File: src/hdl/cubic_bezier_point_eval_assert.svh
// Assertion macros for the cubic Bezier point evaluator.
`ifndef CUBIC_BEZIER_POINT_EVAL_ASSERT_SVH
`define CUBIC_BEZIER_POINT_EVAL_ASSERT_SVH

`ifndef SYNTHESIS

`define CBPE_ASSERT_SAME(lbl, clk, rst, ante, cons) \
   lbl: assert property (@(posedge clk) disable iff (rst) (ante) |-> (cons)) \
      else $error("cbpe: same-cycle check failed");

`define CBPE_ASSERT_NEXT(lbl, clk, rst, ante, cons) \
   lbl: assert property (@(posedge clk) disable iff (rst) (ante) |=> (cons)) \
      else $error("cbpe: next-cycle check failed");

`else

`define CBPE_ASSERT_SAME(lbl, clk, rst, ante, cons)

`define CBPE_ASSERT_NEXT(lbl, clk, rst, ante, cons)

`endif

`endif

File: src/hdl/cbpe_pkg.sv
// Shared widths, types and arithmetic helpers for the cubic Bezier evaluator.
`default_nettype none

package cbpe_pkg;

   localparam int COORD_BITS   = 16;
   localparam int FRAC_BITS    = 16;
   localparam int PARAM_BITS   = FRAC_BITS + 1;
   localparam int WEIGHT_BITS  = FRAC_BITS + 1;
   localparam int SQ_BITS      = 2 * PARAM_BITS;
   localparam int TRIPLE_BITS  = SQ_BITS + 2;
   localparam int PROD_BITS    = COORD_BITS + WEIGHT_BITS + 1;
   localparam int SUM_BITS     = COORD_BITS + 2;
   localparam int SHIFTED_BITS = SUM_BITS + FRAC_BITS;
   localparam int ACC_BITS     = ((SHIFTED_BITS > PROD_BITS) ? SHIFTED_BITS : PROD_BITS) + 1;
   localparam int NUM_TERMS    = 4;
   localparam int CSR_IDX_BITS = 3;

   localparam logic [PARAM_BITS-1:0] ONE_FX = PARAM_BITS'(64'd1 << FRAC_BITS);
   localparam logic [ACC_BITS-1:0]   TRUNC_BIAS = ACC_BITS'((64'd1 << FRAC_BITS) - 64'd1);

   typedef logic [PARAM_BITS-1:0]         param_type;
   typedef logic [WEIGHT_BITS-1:0]        weight_type;
   typedef logic [COORD_BITS-1:0]         coord_type;
   typedef logic signed [PROD_BITS-1:0]   prod_type;
   typedef logic signed [SUM_BITS-1:0]    sum_type;
   typedef logic signed [ACC_BITS-1:0]    acc_type;

   localparam sum_type SUM_HI = SUM_BITS'((64'sd1 <<< (COORD_BITS - 1)) - 64'sd1);
   localparam sum_type SUM_LO = SUM_BITS'(-(64'sd1 <<< (COORD_BITS - 1)));

   typedef struct packed {
      weight_type [NUM_TERMS-1:0] w;
   } weight_vec_type;

   typedef struct packed {
      coord_type [NUM_TERMS-1:0] xs;
      coord_type [NUM_TERMS-1:0] ys;
   } point_set_type;

   typedef enum logic [CSR_IDX_BITS-1:0] {
      REG_POINT0_X = 3'd0,
      REG_POINT0_Y = 3'd1,
      REG_POINT1_X = 3'd2,
      REG_POINT1_Y = 3'd3,
      REG_POINT2_X = 3'd4,
      REG_POINT2_Y = 3'd5,
      REG_POINT3_X = 3'd6,
      REG_POINT3_Y = 3'd7
   } csr_index_type;

   // One accumulation term: scale up the running sum, add, truncate toward zero.
   function automatic sum_type acc_term(input sum_type s, input prod_type p);
      acc_type t;
      acc_type tb;
      t  = (ACC_BITS'(s) <<< FRAC_BITS) + ACC_BITS'(p);
      tb = t + (t[ACC_BITS-1] ? TRUNC_BIAS : '0);
      return SUM_BITS'(tb >>> FRAC_BITS);
   endfunction

   function automatic coord_type sat_coord(input sum_type s);
      sum_type c;
      c = s;
      if (s > SUM_HI) c = SUM_HI;
      if (s < SUM_LO) c = SUM_LO;
      return c[COORD_BITS-1:0];
   endfunction

endpackage

`default_nettype wire

File: src/hdl/cbpe_csr.sv
// Control point register file.
`default_nettype none

module cbpe_csr (
   input  wire logic                               clock,
   input  wire logic                               reset,
   input  wire logic                               csr_wr_en,
   input  wire logic [cbpe_pkg::CSR_IDX_BITS-1:0]  csr_index,
   input  wire logic [cbpe_pkg::COORD_BITS-1:0]    csr_wdata,
   output cbpe_pkg::point_set_type                 points
);
   import cbpe_pkg::*;

   point_set_type points_ff;
   point_set_type points_in;

   always_comb begin
      points_in = points_ff;
      if (csr_wr_en) begin
         case (csr_index_type'(csr_index))
            REG_POINT0_X: points_in.xs[0] = csr_wdata;
            REG_POINT0_Y: points_in.ys[0] = csr_wdata;
            REG_POINT1_X: points_in.xs[1] = csr_wdata;
            REG_POINT1_Y: points_in.ys[1] = csr_wdata;
            REG_POINT2_X: points_in.xs[2] = csr_wdata;
            REG_POINT2_Y: points_in.ys[2] = csr_wdata;
            REG_POINT3_X: points_in.xs[3] = csr_wdata;
            REG_POINT3_Y: points_in.ys[3] = csr_wdata;
            default:      points_in = points_ff;
         endcase
      end
   end

   always_ff @(posedge clock) begin
      if (reset) begin
         points_ff <= '0;
      end else begin
         points_ff <= points_in;
      end
   end

   assign points = points_ff;

endmodule

`default_nettype wire

File: config.mk
export PLATFORM = sky130hd
export DESIGN_NAME = cbpe_csr
export DESIGN_NICKNAME = d
export VERILOG_FILES = /design/src/hdl/cubic_bezier_point_eval_assert.svh /design/src/hdl/cbpe_pkg.sv /design/src/hdl/cbpe_csr.sv
export SDC_FILE = /design/constraint.sdc
export NUM_CORES = 1
export LEC_CHECK = 0
export BUFFER_PORTS_ARGS = -buffer_cell sky130_fd_sc_hd__buf_4
export CAP_MARGIN = 20
export CORE_MARGIN = 4
export CORE_UTILIZATION = 46
export DETAILED_ROUTE_END_ITERATION = 12
export GPL_TIMING_DRIVEN = 1
export HOLD_SLACK_MARGIN = 0.1
export PLACE_DENSITY_LB_ADDON = 0.08
export SETUP_SLACK_MARGIN = 0.02
export SLEW_MARGIN = 30
export SYNTH_ARGS = -nofsm -noshare
export SYNTH_HDL_FRONTEND = slang
export SYNTH_SLANG_ARGS = --single-unit
File: constraint.sdc
create_clock -name clock -period 1.6 [get_ports clock]
set_clock_uncertainty 0.2 [all_clocks]
set_input_delay 0.48 -clock clock [delete_from_list [all_inputs] [get_ports clock]]
set_output_delay 0.48 -clock clock [all_outputs]
set_load 0.01 [all_outputs]
==> results.md <==
- Status: finished with violations
- Failing checks: negative setup slack
- Die area: 12700 µm²
- Peak Freq: 610 MHz
- Gr usage total: 21.2%
- Startpoint Class: flop
- EDFF count, synth: 0
- Seq/Total Area, Yosys: 50.8%
- Crit Path Max Fanout: 2
- Count of warnings emitted by yosys: 0
- P_int: 6.43 mW
- Initial DRC Count: 179
- Slew Limit Fails: 0
- Slowest-stage cell, CP: dfxtp_2
- Cell taking the most area after synthesis: dfxtp_1
- Final cycle utilization of the critical path: 102%
- Slack of the critical path: -0.0388 ns
- Ports: 150
- Post-synth top area share: 50.8%
- Max Cap Viol: 0
- Antenna Nets Post-Route: 0
- Combinational share of power: 8.6%
- Effective utilization at floorplan: 48.0%
- Synth unique cells: 14
- Mapped cell area: 5040 µm²
- CTS sink cnt: 128
- TritonRoute pass-1 iters: 4
- Worst VDD drop: 0.575 mV
- Skew-Pair Late Insertion Delay: 0.50 ns
- Clock transition at path regs: 0.06 ns
- Fin nets: 690
- Switch share: 21.7%
- Ordered list of cells on the worst path: buf_6
- Hpwl dp: 8.98 mm
- CTS tree: yes
- Core ar.: 10500 µm²
- First-pass GRT wire length: 21.4 mm
- Synth cell count leaders: 144 x nand2b_1, 128 x dfxtp_1, 128 x mux2i_1
- Hold crit path type: in -> reg
- Rel. slew slack: 74.2%
- Row count: 37
- Post-Syn Instances: 454
- CP arrival: 0.96 ns
- Routed len/inst: 17.1 µm
- Leak pwr: 4.18 nW
- Post-route core utilization: 79.2%
- Share of power burned in registers: 40.5%
- Ranking of synthesized cells by area: dfxtp_1 51%, mux2i_1 25%, nand2b_1 18%
- Final Hold Vio Count: 0
- Critical path class: reg -> out
- Area delta synth->final: 65.0%
- Number of vias in the routed layout: 3951
- RR Startpoint: points[113]$_SDFFE_PP0P_
- Share of flip-flops with an asynchronous set or reset: 0%
- RePlAce Congestion: 0.811
- Initial antenna violation count: 0
- Worst setup startpoint: points[61]$_SDFFE_PP0P_
- Ys flop type: dfxtp_1
- Non-Filler Instances: 817
- DP Cell Count: 729
- Pwr Total: 8.21 mW
- PD cells: 986 nW/µm²
- Chip width: 113 µm
- Avg Vias per Cell: 4.84
- Largest net degree at the start of global routing: 56
- Crit-path max cell delay: 0.35 ns
- DRC viols: 0
- Flops & latches, synth: 128
- Critical Path End Type: output pin
- Hold wc startpoint: csr_wdata[10]
- Syn nets: 476
- Number of inserted diodes: 0
- Top cell family by delay on the critical path: flip-flops
- Gr ovfl total: 0
- WL final: 14.0 mm
- Switching power: 1.78 mW
- Layout fillers: 653
- Number of global-route vias before repair: 4106
- Root buffer cell: clkbuf_8
- Endpoints failing setup: 128
- Share of cells above drive strength 1: 58.7%
- Power share of the clock group: 50.9%
- CP Data Required Time: 0.92 ns
- Max reg flops: 128
- Worst-Margin Slew: 0.386 ns
- Post-route minimum period: 1.64 ns
- I/O Buffers: 149
- RSZ-0062 raised after global routing: yes
- Most frequent cell after synthesis: nand2b_1
- CTS Buf Count: 17
- Synthesized area per cell: 11.1 µm²
- Htree depth: 4
- Critical path buffers and inverters: 1
- Clock buffer depth: 2
- Die Span Y: 113 µm
## final cells by class
type                    instances  area, µm²  share of cell area (%)
well taps                     136        170                    2.04
clock buffers                  20        435                    5.23
flip-flops and latches        128       2720                    32.7
clock inverters                12        208                    2.50
repair buffers                241       2520                    30.2
multi-input cells             280       2270                    27.3
## routing by layer
layer / track usage, % / vias up / part of all wire, %
li1: - / 1927 / -
met1: 25.9 / 1899 / 43
met2: 34.9 / 111 / 49
met3: 7.22 / 14 / 6.9
met4: 7.61 / 0 / 1.5
met5: 0 / - / 0
## layout by cell type, fill, tap and decap left out
| master | instances |
|---|---|
| nand4bb_1 | 2 |
| nand4_2 | 1 |
| bufinv_16 | 5 |
| clkinv_4 | 3 |
| dfxtp_2 | 128 |
| clkinvlp_4 | 3 |
| mux2i_1 | 128 |
| nand2b_1 | 144 |
| clkbuf_1 | 2 |
| or4b_4 | 1 |
| buf_6 | 128 |
| dlygate4sd3_1 | 1 |
| inv_6 | 1 |
| clkbuf_8 | 2 |
| clkbuf_16 | 16 |
| buf_4 | 94 |
| and4bb_1 | 1 |
| buf_12 | 18 |
| nand4b_1 | 3 |
## worst paths after layout
check	endpoint	slack, ns	depth (start not counted)
max	points[61]	-0.04	1
min	points[106]$_SDFFE_PP0P_	0.14	3
max reg2reg	points[113]$_SDFFE_PP0P_	0.56	4
min reg2reg	points[86]$_SDFFE_PP0P_	0.28	2
## kinds of logic after synthesis
| group | count (synthesis) | share of synthesized area [%] |
|---|---|---|
| muxes | 128 | 25.4 |
| and+or+nand+nor | 152 | 19.5 |
| buffers and inverters | 46 | 4.29 |
| DFF | 128 | 50.8 |
## through the flow
stage / setup WS (ns) / hold WS (ns) / instance area, µm² / TNS, ns
2_1_floorplan: -0.120 / 0.293 / 5050 / -1.20
3_3_place_gp: -0.214 / 0.259 / 6620 / -6.93
3_5_place_dp: -0.227 / 0.261 / 6620 / -8.25
4_1_cts: -0.0579 / 0.123 / 8040 / -5.63
5_1_grt: -0.0786 / 0.140 / 8320 / -7.22
6_report: -0.0388 / 0.140 / 8320 / -2.77
## what timing repair did
action | in CTS | in global routing
endpoints found under the hold margin | 1 | 0
resized for setup | 256 | 0
buffers inserted | 17 | 38
gates cloned | 0 | 0
setup endpoints to repair | 128 | 128
hold buffers | 1 | 0
## power groups by stage
| stage | registers (mW) | logic (mW) | clock network, mW |
|---|---|---|---|
| 4_1_cts | 3.33 | 0.678 | 4.22 |
| 6_report | 3.33 | 0.704 | 4.18 |
| 5_1_grt | 3.33 | 0.748 | 4.36 |
| 3_5_place_dp | 3.37 | 0.619 | 0 |
| 3_3_place_gp | 3.37 | 0.610 | 0 |
| 2_1_floorplan | 3.40 | 0.260 | 0 |
Note: power is estimated with default switching activity, not from simulation.
