<file path="config.mk">
export PLATFORM = sky130hd
export DESIGN_NAME = cbpe_weights
export DESIGN_NICKNAME = d
export VERILOG_FILES = /design/src/hdl/cubic_bezier_point_eval_assert.svh /design/src/hdl/cbpe_pkg.sv /design/src/hdl/cbpe_weights.sv
export SDC_FILE = /design/constraint.sdc
export NUM_CORES = 2
export LEC_CHECK = 0
export BUFFER_PORTS_ARGS = -buffer_cell sky130_fd_sc_hd__buf_2
export CAP_MARGIN = 25
export CORE_MARGIN = 8
export CORE_UTILIZATION = 45
export DETAILED_ROUTE_END_ITERATION = 8
export PLACE_DENSITY = 0.6
export SYNTH_ARGS = -nofsm -noshare
export SYNTH_HDL_FRONTEND = slang
export SYNTH_SLANG_ARGS = --single-unit
export TNS_END_PERCENT = 5
</file>
<file path="constraint.sdc">
create_clock -name clock -period 22.3 [get_ports clock]
set_input_delay 2.23 -clock clock [delete_from_list [all_inputs] [get_ports clock]]
set_output_delay 2.23 -clock clock [all_outputs]
set_load 0.02 [all_outputs]
</file>
<file path="src/hdl/cubic_bezier_point_eval_assert.svh">
// Assertion macros for the cubic Bezier point evaluator.
`ifndef CUBIC_BEZIER_POINT_EVAL_ASSERT_SVH
`define CUBIC_BEZIER_POINT_EVAL_ASSERT_SVH

`ifndef SYNTHESIS

`define CBPE_ASSERT_SAME(lbl, clk, rst, ante, cons) \
   lbl: assert property (@(posedge clk) disable iff (rst) (ante) |-> (cons)) \
      else $error("cbpe: same-cycle check failed");

`define CBPE_ASSERT_NEXT(lbl, clk, rst, ante, cons) \
   lbl: assert property (@(posedge clk) disable iff (rst) (ante) |=> (cons)) \
      else $error("cbpe: next-cycle check failed");

`else

`define CBPE_ASSERT_SAME(lbl, clk, rst, ante, cons)

`define CBPE_ASSERT_NEXT(lbl, clk, rst, ante, cons)

`endif

`endif

</file>
<file path="src/hdl/cbpe_pkg.sv">
// Shared widths, types and arithmetic helpers for the cubic Bezier evaluator.
`default_nettype none

package cbpe_pkg;

   localparam int COORD_BITS   = 16;
   localparam int FRAC_BITS    = 16;
   localparam int PARAM_BITS   = FRAC_BITS + 1;
   localparam int WEIGHT_BITS  = FRAC_BITS + 1;
   localparam int SQ_BITS      = 2 * PARAM_BITS;
   localparam int TRIPLE_BITS  = SQ_BITS + 2;
   localparam int PROD_BITS    = COORD_BITS + WEIGHT_BITS + 1;
   localparam int SUM_BITS     = COORD_BITS + 2;
   localparam int SHIFTED_BITS = SUM_BITS + FRAC_BITS;
   localparam int ACC_BITS     = ((SHIFTED_BITS > PROD_BITS) ? SHIFTED_BITS : PROD_BITS) + 1;
   localparam int NUM_TERMS    = 4;
   localparam int CSR_IDX_BITS = 3;

   localparam logic [PARAM_BITS-1:0] ONE_FX = PARAM_BITS'(64'd1 << FRAC_BITS);
   localparam logic [ACC_BITS-1:0]   TRUNC_BIAS = ACC_BITS'((64'd1 << FRAC_BITS) - 64'd1);

   typedef logic [PARAM_BITS-1:0]         param_type;
   typedef logic [WEIGHT_BITS-1:0]        weight_type;
   typedef logic [COORD_BITS-1:0]         coord_type;
   typedef logic signed [PROD_BITS-1:0]   prod_type;
   typedef logic signed [SUM_BITS-1:0]    sum_type;
   typedef logic signed [ACC_BITS-1:0]    acc_type;

   localparam sum_type SUM_HI = SUM_BITS'((64'sd1 <<< (COORD_BITS - 1)) - 64'sd1);
   localparam sum_type SUM_LO = SUM_BITS'(-(64'sd1 <<< (COORD_BITS - 1)));

   typedef struct packed {
      weight_type [NUM_TERMS-1:0] w;
   } weight_vec_type;

   typedef struct packed {
      coord_type [NUM_TERMS-1:0] xs;
      coord_type [NUM_TERMS-1:0] ys;
   } point_set_type;

   typedef enum logic [CSR_IDX_BITS-1:0] {
      REG_POINT0_X = 3'd0,
      REG_POINT0_Y = 3'd1,
      REG_POINT1_X = 3'd2,
      REG_POINT1_Y = 3'd3,
      REG_POINT2_X = 3'd4,
      REG_POINT2_Y = 3'd5,
      REG_POINT3_X = 3'd6,
      REG_POINT3_Y = 3'd7
   } csr_index_type;

   // One accumulation term: scale up the running sum, add, truncate toward zero.
   function automatic sum_type acc_term(input sum_type s, input prod_type p);
      acc_type t;
      acc_type tb;
      t  = (ACC_BITS'(s) <<< FRAC_BITS) + ACC_BITS'(p);
      tb = t + (t[ACC_BITS-1] ? TRUNC_BIAS : '0);
      return SUM_BITS'(tb >>> FRAC_BITS);
   endfunction

   function automatic coord_type sat_coord(input sum_type s);
      sum_type c;
      c = s;
      if (s > SUM_HI) c = SUM_HI;
      if (s < SUM_LO) c = SUM_LO;
      return c[COORD_BITS-1:0];
   endfunction

endpackage

`default_nettype wire

</file>
<file path="src/hdl/cbpe_weights.sv">
// Bernstein weight pipeline: clamp, squares, cubic weights.
`default_nettype none

module cbpe_weights (
   input  wire logic                            clock,
   input  wire logic                            reset,
   input  wire logic                            in_valid,
   output logic                                 in_ready,
   input  wire logic [cbpe_pkg::PARAM_BITS-1:0] in_param,
   output logic                                 out_valid,
   input  wire logic                            out_ready,
   output cbpe_pkg::weight_vec_type             out_weights
);
   import cbpe_pkg::*;

   logic [2:0] vld_ff;
   logic [2:0] vld_in;
   logic [2:0] en;

   param_type u1_ff, v1_ff, u1_in, v1_in;
   param_type u2_ff, v2_ff, uu_ff, vv_ff, uu_in, vv_in;
   weight_vec_type w_ff, w_in;

   logic [SQ_BITS-1:0]     uu_full, vv_full, w0_full, w3_full, m1_full, m2_full;
   logic [TRIPLE_BITS-1:0] t1_full, t2_full;

   assign en[2] = !vld_ff[2] || out_ready;
   assign en[1] = !vld_ff[1] || en[2];
   assign en[0] = !vld_ff[0] || en[1];

   assign vld_in[0] = en[0] ? in_valid  : vld_ff[0];
   assign vld_in[1] = en[1] ? vld_ff[0] : vld_ff[1];
   assign vld_in[2] = en[2] ? vld_ff[1] : vld_ff[2];

   // parameter above one saturates to one
   always_comb begin
      u1_in = (in_param > ONE_FX) ? ONE_FX : in_param;
      v1_in = ONE_FX - u1_in;
   end

   always_comb begin
      uu_full = SQ_BITS'(u1_ff) * SQ_BITS'(u1_ff);
      vv_full = SQ_BITS'(v1_ff) * SQ_BITS'(v1_ff);
      uu_in   = uu_full[FRAC_BITS +: PARAM_BITS];
      vv_in   = vv_full[FRAC_BITS +: PARAM_BITS];
   end

   always_comb begin
      w0_full = SQ_BITS'(vv_ff) * SQ_BITS'(v2_ff);
      w3_full = SQ_BITS'(uu_ff) * SQ_BITS'(u2_ff);
      m1_full = SQ_BITS'(u2_ff) * SQ_BITS'(vv_ff);
      m2_full = SQ_BITS'(uu_ff) * SQ_BITS'(v2_ff);
      t1_full = TRIPLE_BITS'(m1_full) + (TRIPLE_BITS'(m1_full) << 1);
      t2_full = TRIPLE_BITS'(m2_full) + (TRIPLE_BITS'(m2_full) << 1);
      w_in.w[0] = w0_full[FRAC_BITS +: WEIGHT_BITS];
      w_in.w[1] = t1_full[FRAC_BITS +: WEIGHT_BITS];
      w_in.w[2] = t2_full[FRAC_BITS +: WEIGHT_BITS];
      w_in.w[3] = w3_full[FRAC_BITS +: WEIGHT_BITS];
   end

   always_ff @(posedge clock) begin
      if (reset) begin
         vld_ff <= '0;
      end else begin
         vld_ff <= vld_in;
      end
   end

   always_ff @(posedge clock) begin
      if (en[0]) begin
         u1_ff <= u1_in;
         v1_ff <= v1_in;
      end
      if (en[1]) begin
         u2_ff <= u1_ff;
         v2_ff <= v1_ff;
         uu_ff <= uu_in;
         vv_ff <= vv_in;
      end
      if (en[2]) begin
         w_ff <= w_in;
      end
   end

   assign in_ready    = en[0];
   assign out_valid   = vld_ff[2];
   assign out_weights = w_ff;

endmodule

`default_nettype wire

</file>
==> flow_summary.ini <==
[route]
drtPass1Iterations = 6
finalWirelength_um = 139000
via_count = 40800
wl_per_cell_um = 17.1
drc = 0
routed_via_density = 5.00
ant_nets = 0
drt-initial-drc-count = 2054

[timing]
tightest_slew_ps = 1000
setup_tns_ps = 0
grt_setup_unrepaired = false
fin_skew_ps = 31.0
fmax_mhz = 112
slew_headroom_pct = 33.2
setup_slack_ps = 13400
holdWs_ps = 489
setup_viol_count_final = 0
slew_viol_final = 0
fin_crit_ps = 8900
hold_viol = 0
fin_crit_sh_pct = 39.9

[clocking]
clock-sinks = 171
root_buffer = clkbuf_16
cts-buffers-inserted = 17
cts_tree = built
worst_skew_pair.late_latency_ps = 550
post_cts_buffers = 0
cts_max_level = 4
ctsResizeCount = 0
clk_pin_slew_ps = 90
ctsHoldBuffers = 0
ctsLongestPathBuffers = 2

[logic_synthesis]
yosysTopAreaCell = fa_1
ys.flop_type = edfxtp_1
syn_inst = 6442
syn_area_per_cell_sq_um = 9.18
ys_seq_area_share_pct = 8.63
yosys_warnings = 0
synth_edf_count = 168
yosys.area_share.simple_pct = 14.3
synthDistinctLibCells = 74
synth_area_leaders = fa_1 43%, ha_1 14%, inv_1 11%
synthesis.area_sq_mm = 0.0592
synth_xor_area_share_pct = 2.75
async_flop_share_pct = 0
synthesis.nets = 8410
synth.top_cell.area_share_pct = 42.9
ys_seq_elements = 171
muxShareOfSynthArea_pct = 0.0550
synth-compound-area-share_pct = 4.70
yosys.area_share.adder_pct = 57.3
synth_top_family_by_area = adder cells

[critical_path]
cp-start-kind = flop
cp.arrival_ps = 9210
slowest_stage = fa_1
worst-setup-path-type = flop to flop
crit_path_end_kind = flop
cp.required_ps = 22610
worstPathMaxFanout = 34
max_stage_delay_ps = 590
cpMostUsedCell = fa_1

[placed_design]
hpwl_um = 107000
dp_slack_ps = 13450
port_buffers = 90
gp_routability_congestion = 0.862

[grt]
overflow = 0
grt_use_total_pct = 20.4
met2_usage_pct = 33.4
top_usage_layer = met2
grt_max_degree = 68
grt_pass1_vias = 44500
antenna_found_initial = 6
grt_pass1_wl_um = 235000
use_met1_pct = 28.0
grtUsageMet3_pct = 3.86

[die]
fp.dieW_um = 379
coreArea_sq_mm = 0.131
dieHeight_um = 379
ios = 91
fp-row-count = 133
floorplan.die_area_sq_mm = 0.143
start_util_pct = 45.2

[finish]
mostFrequentLayoutCell = inv_1
drive_above_1_share_pct = 3.69
layout.nets = 8354
synthToLayoutAreaGrowth_pct = 5.10
mostFrequentLayoutCells = 1683 x inv_1, 1268 x fa_1, 930 x nand2_1

[hold_path]
holdCritPathClass = flop to flop

[run]
maxCapViolations = 0

[status]
status = finished, final reports clean
[final cells by class]
cell class / count / area (sq um)
Fill cell: 12600 / 68800
Timing Repair Buffer: 181 / 1130
Inverter: 1685 / 6330
Multi-Input combinational cell: 4330 / 46800
Clock inverter: 15 / 221
Antenna cell: 2 / 5.00
Clock buffer: 17 / 425
Sequential cell: 171 / 5100
Tap cell: 1755 / 2200
[final timing paths]
check / from / endpoint / slack, ps / depth (start not counted)
min: vld_ff[1]$_SDFFE_PP0P_ / vld_ff[2]$_SDFFE_PP0P_ / 490 / 2
max: u2_ff[10]$_DFFE_PP_ / out_weights[33]$_DFFE_PP_ / 13400 / 30
max reg2reg: u2_ff[10]$_DFFE_PP_ / out_weights[33]$_DFFE_PP_ / 13400 / 30
min reg2reg: vld_ff[1]$_SDFFE_PP0P_ / vld_ff[2]$_SDFFE_PP0P_ / 490 / 2
[routing by layer]
layer / routed length [um] / share of wire [%] / vias to the layer above
li1: - / - / 19000
met1: 63100 / 45 / 20700
met2: 64800 / 46 / 976
met3: 8710 / 6.2 / 152
met4: 2840 / 2.0 / 2
met5: 12 / 0.0086 / -
[critical path, delay by kind of cell, from the launching register on]
kind	cells	cell delay [ps]
compound gates	10	2560
buf+inv	5	640
fa+ha+maj	8	3720
flops	1	330
simple gates	5	1100
xor+xnor	2	280
[cell families after synthesis]
family | after synthesis
AOI/OAI and AO/OA | 416
xor gates and xnor gates | 186
adders and majority gates | 1947
buffers and inverters | 1941
DFF | 171
muxes | 3
and+or+nand+nor | 1778
[registers in the layout, summed over array words and instances, names as in the netlist]
signal	cells
out_weights	68
u1_ff	17
u2_ff	17
uu_ff	17
vv_ff	17
v1_ff	16
v2_ff	16
vld_ff	3
[cell usage after synthesis, types with 3 or more instances]
cell type / number
nor3b_1: 5
dfxtp_1: 3
a21oi_1: 118
o211a_1: 3
a211oi_1: 28
inv_1: 1685
and4_1: 5
nand2b_1: 18
and3_1: 17
a31oi_1: 16
o41ai_1: 3
o31a_1: 4
o21bai_1: 16
a41oi_1: 4
o21ai_1: 6
xor2_1: 65
fa_1: 1268
nor2_1: 129
or3_1: 12
a311o_1: 4
nand3_1: 30
a22o_1: 3
o21a_1: 24
and2_1: 531
a2111oi_0: 5
nor4_1: 6
nor2b_1: 33
o21ai_0: 64
a21o_1: 57
o211ai_1: 14
a211o_1: 5
ha_1: 679
nand2_1: 930
clkbuf_1: 254
nand4_1: 18
or2_2: 4
nor3_1: 34
a21oi_2: 3
a21boi_0: 4
xnor2_1: 121
edfxtp_1: 168
a221oi_1: 3
[metrics by stage]
| step | utilization (%) | area (sq um) | instances |
|---|---|---|---|
| final | 47.5 | 62200 | 8156 |
| after global routing | 47.5 | 62200 | 8155 |
| after CTS | 47.5 | 62200 | 8154 |
| after detailed placement | 47.0 | 61500 | 8122 |
| after global placement | 47.0 | 61500 | 8122 |
| after floorplan | - | 59200 | 6442 |
Power is not shown: default switching activity piles up to over one toggle a cycle in this logic, so the estimate is an artifact.
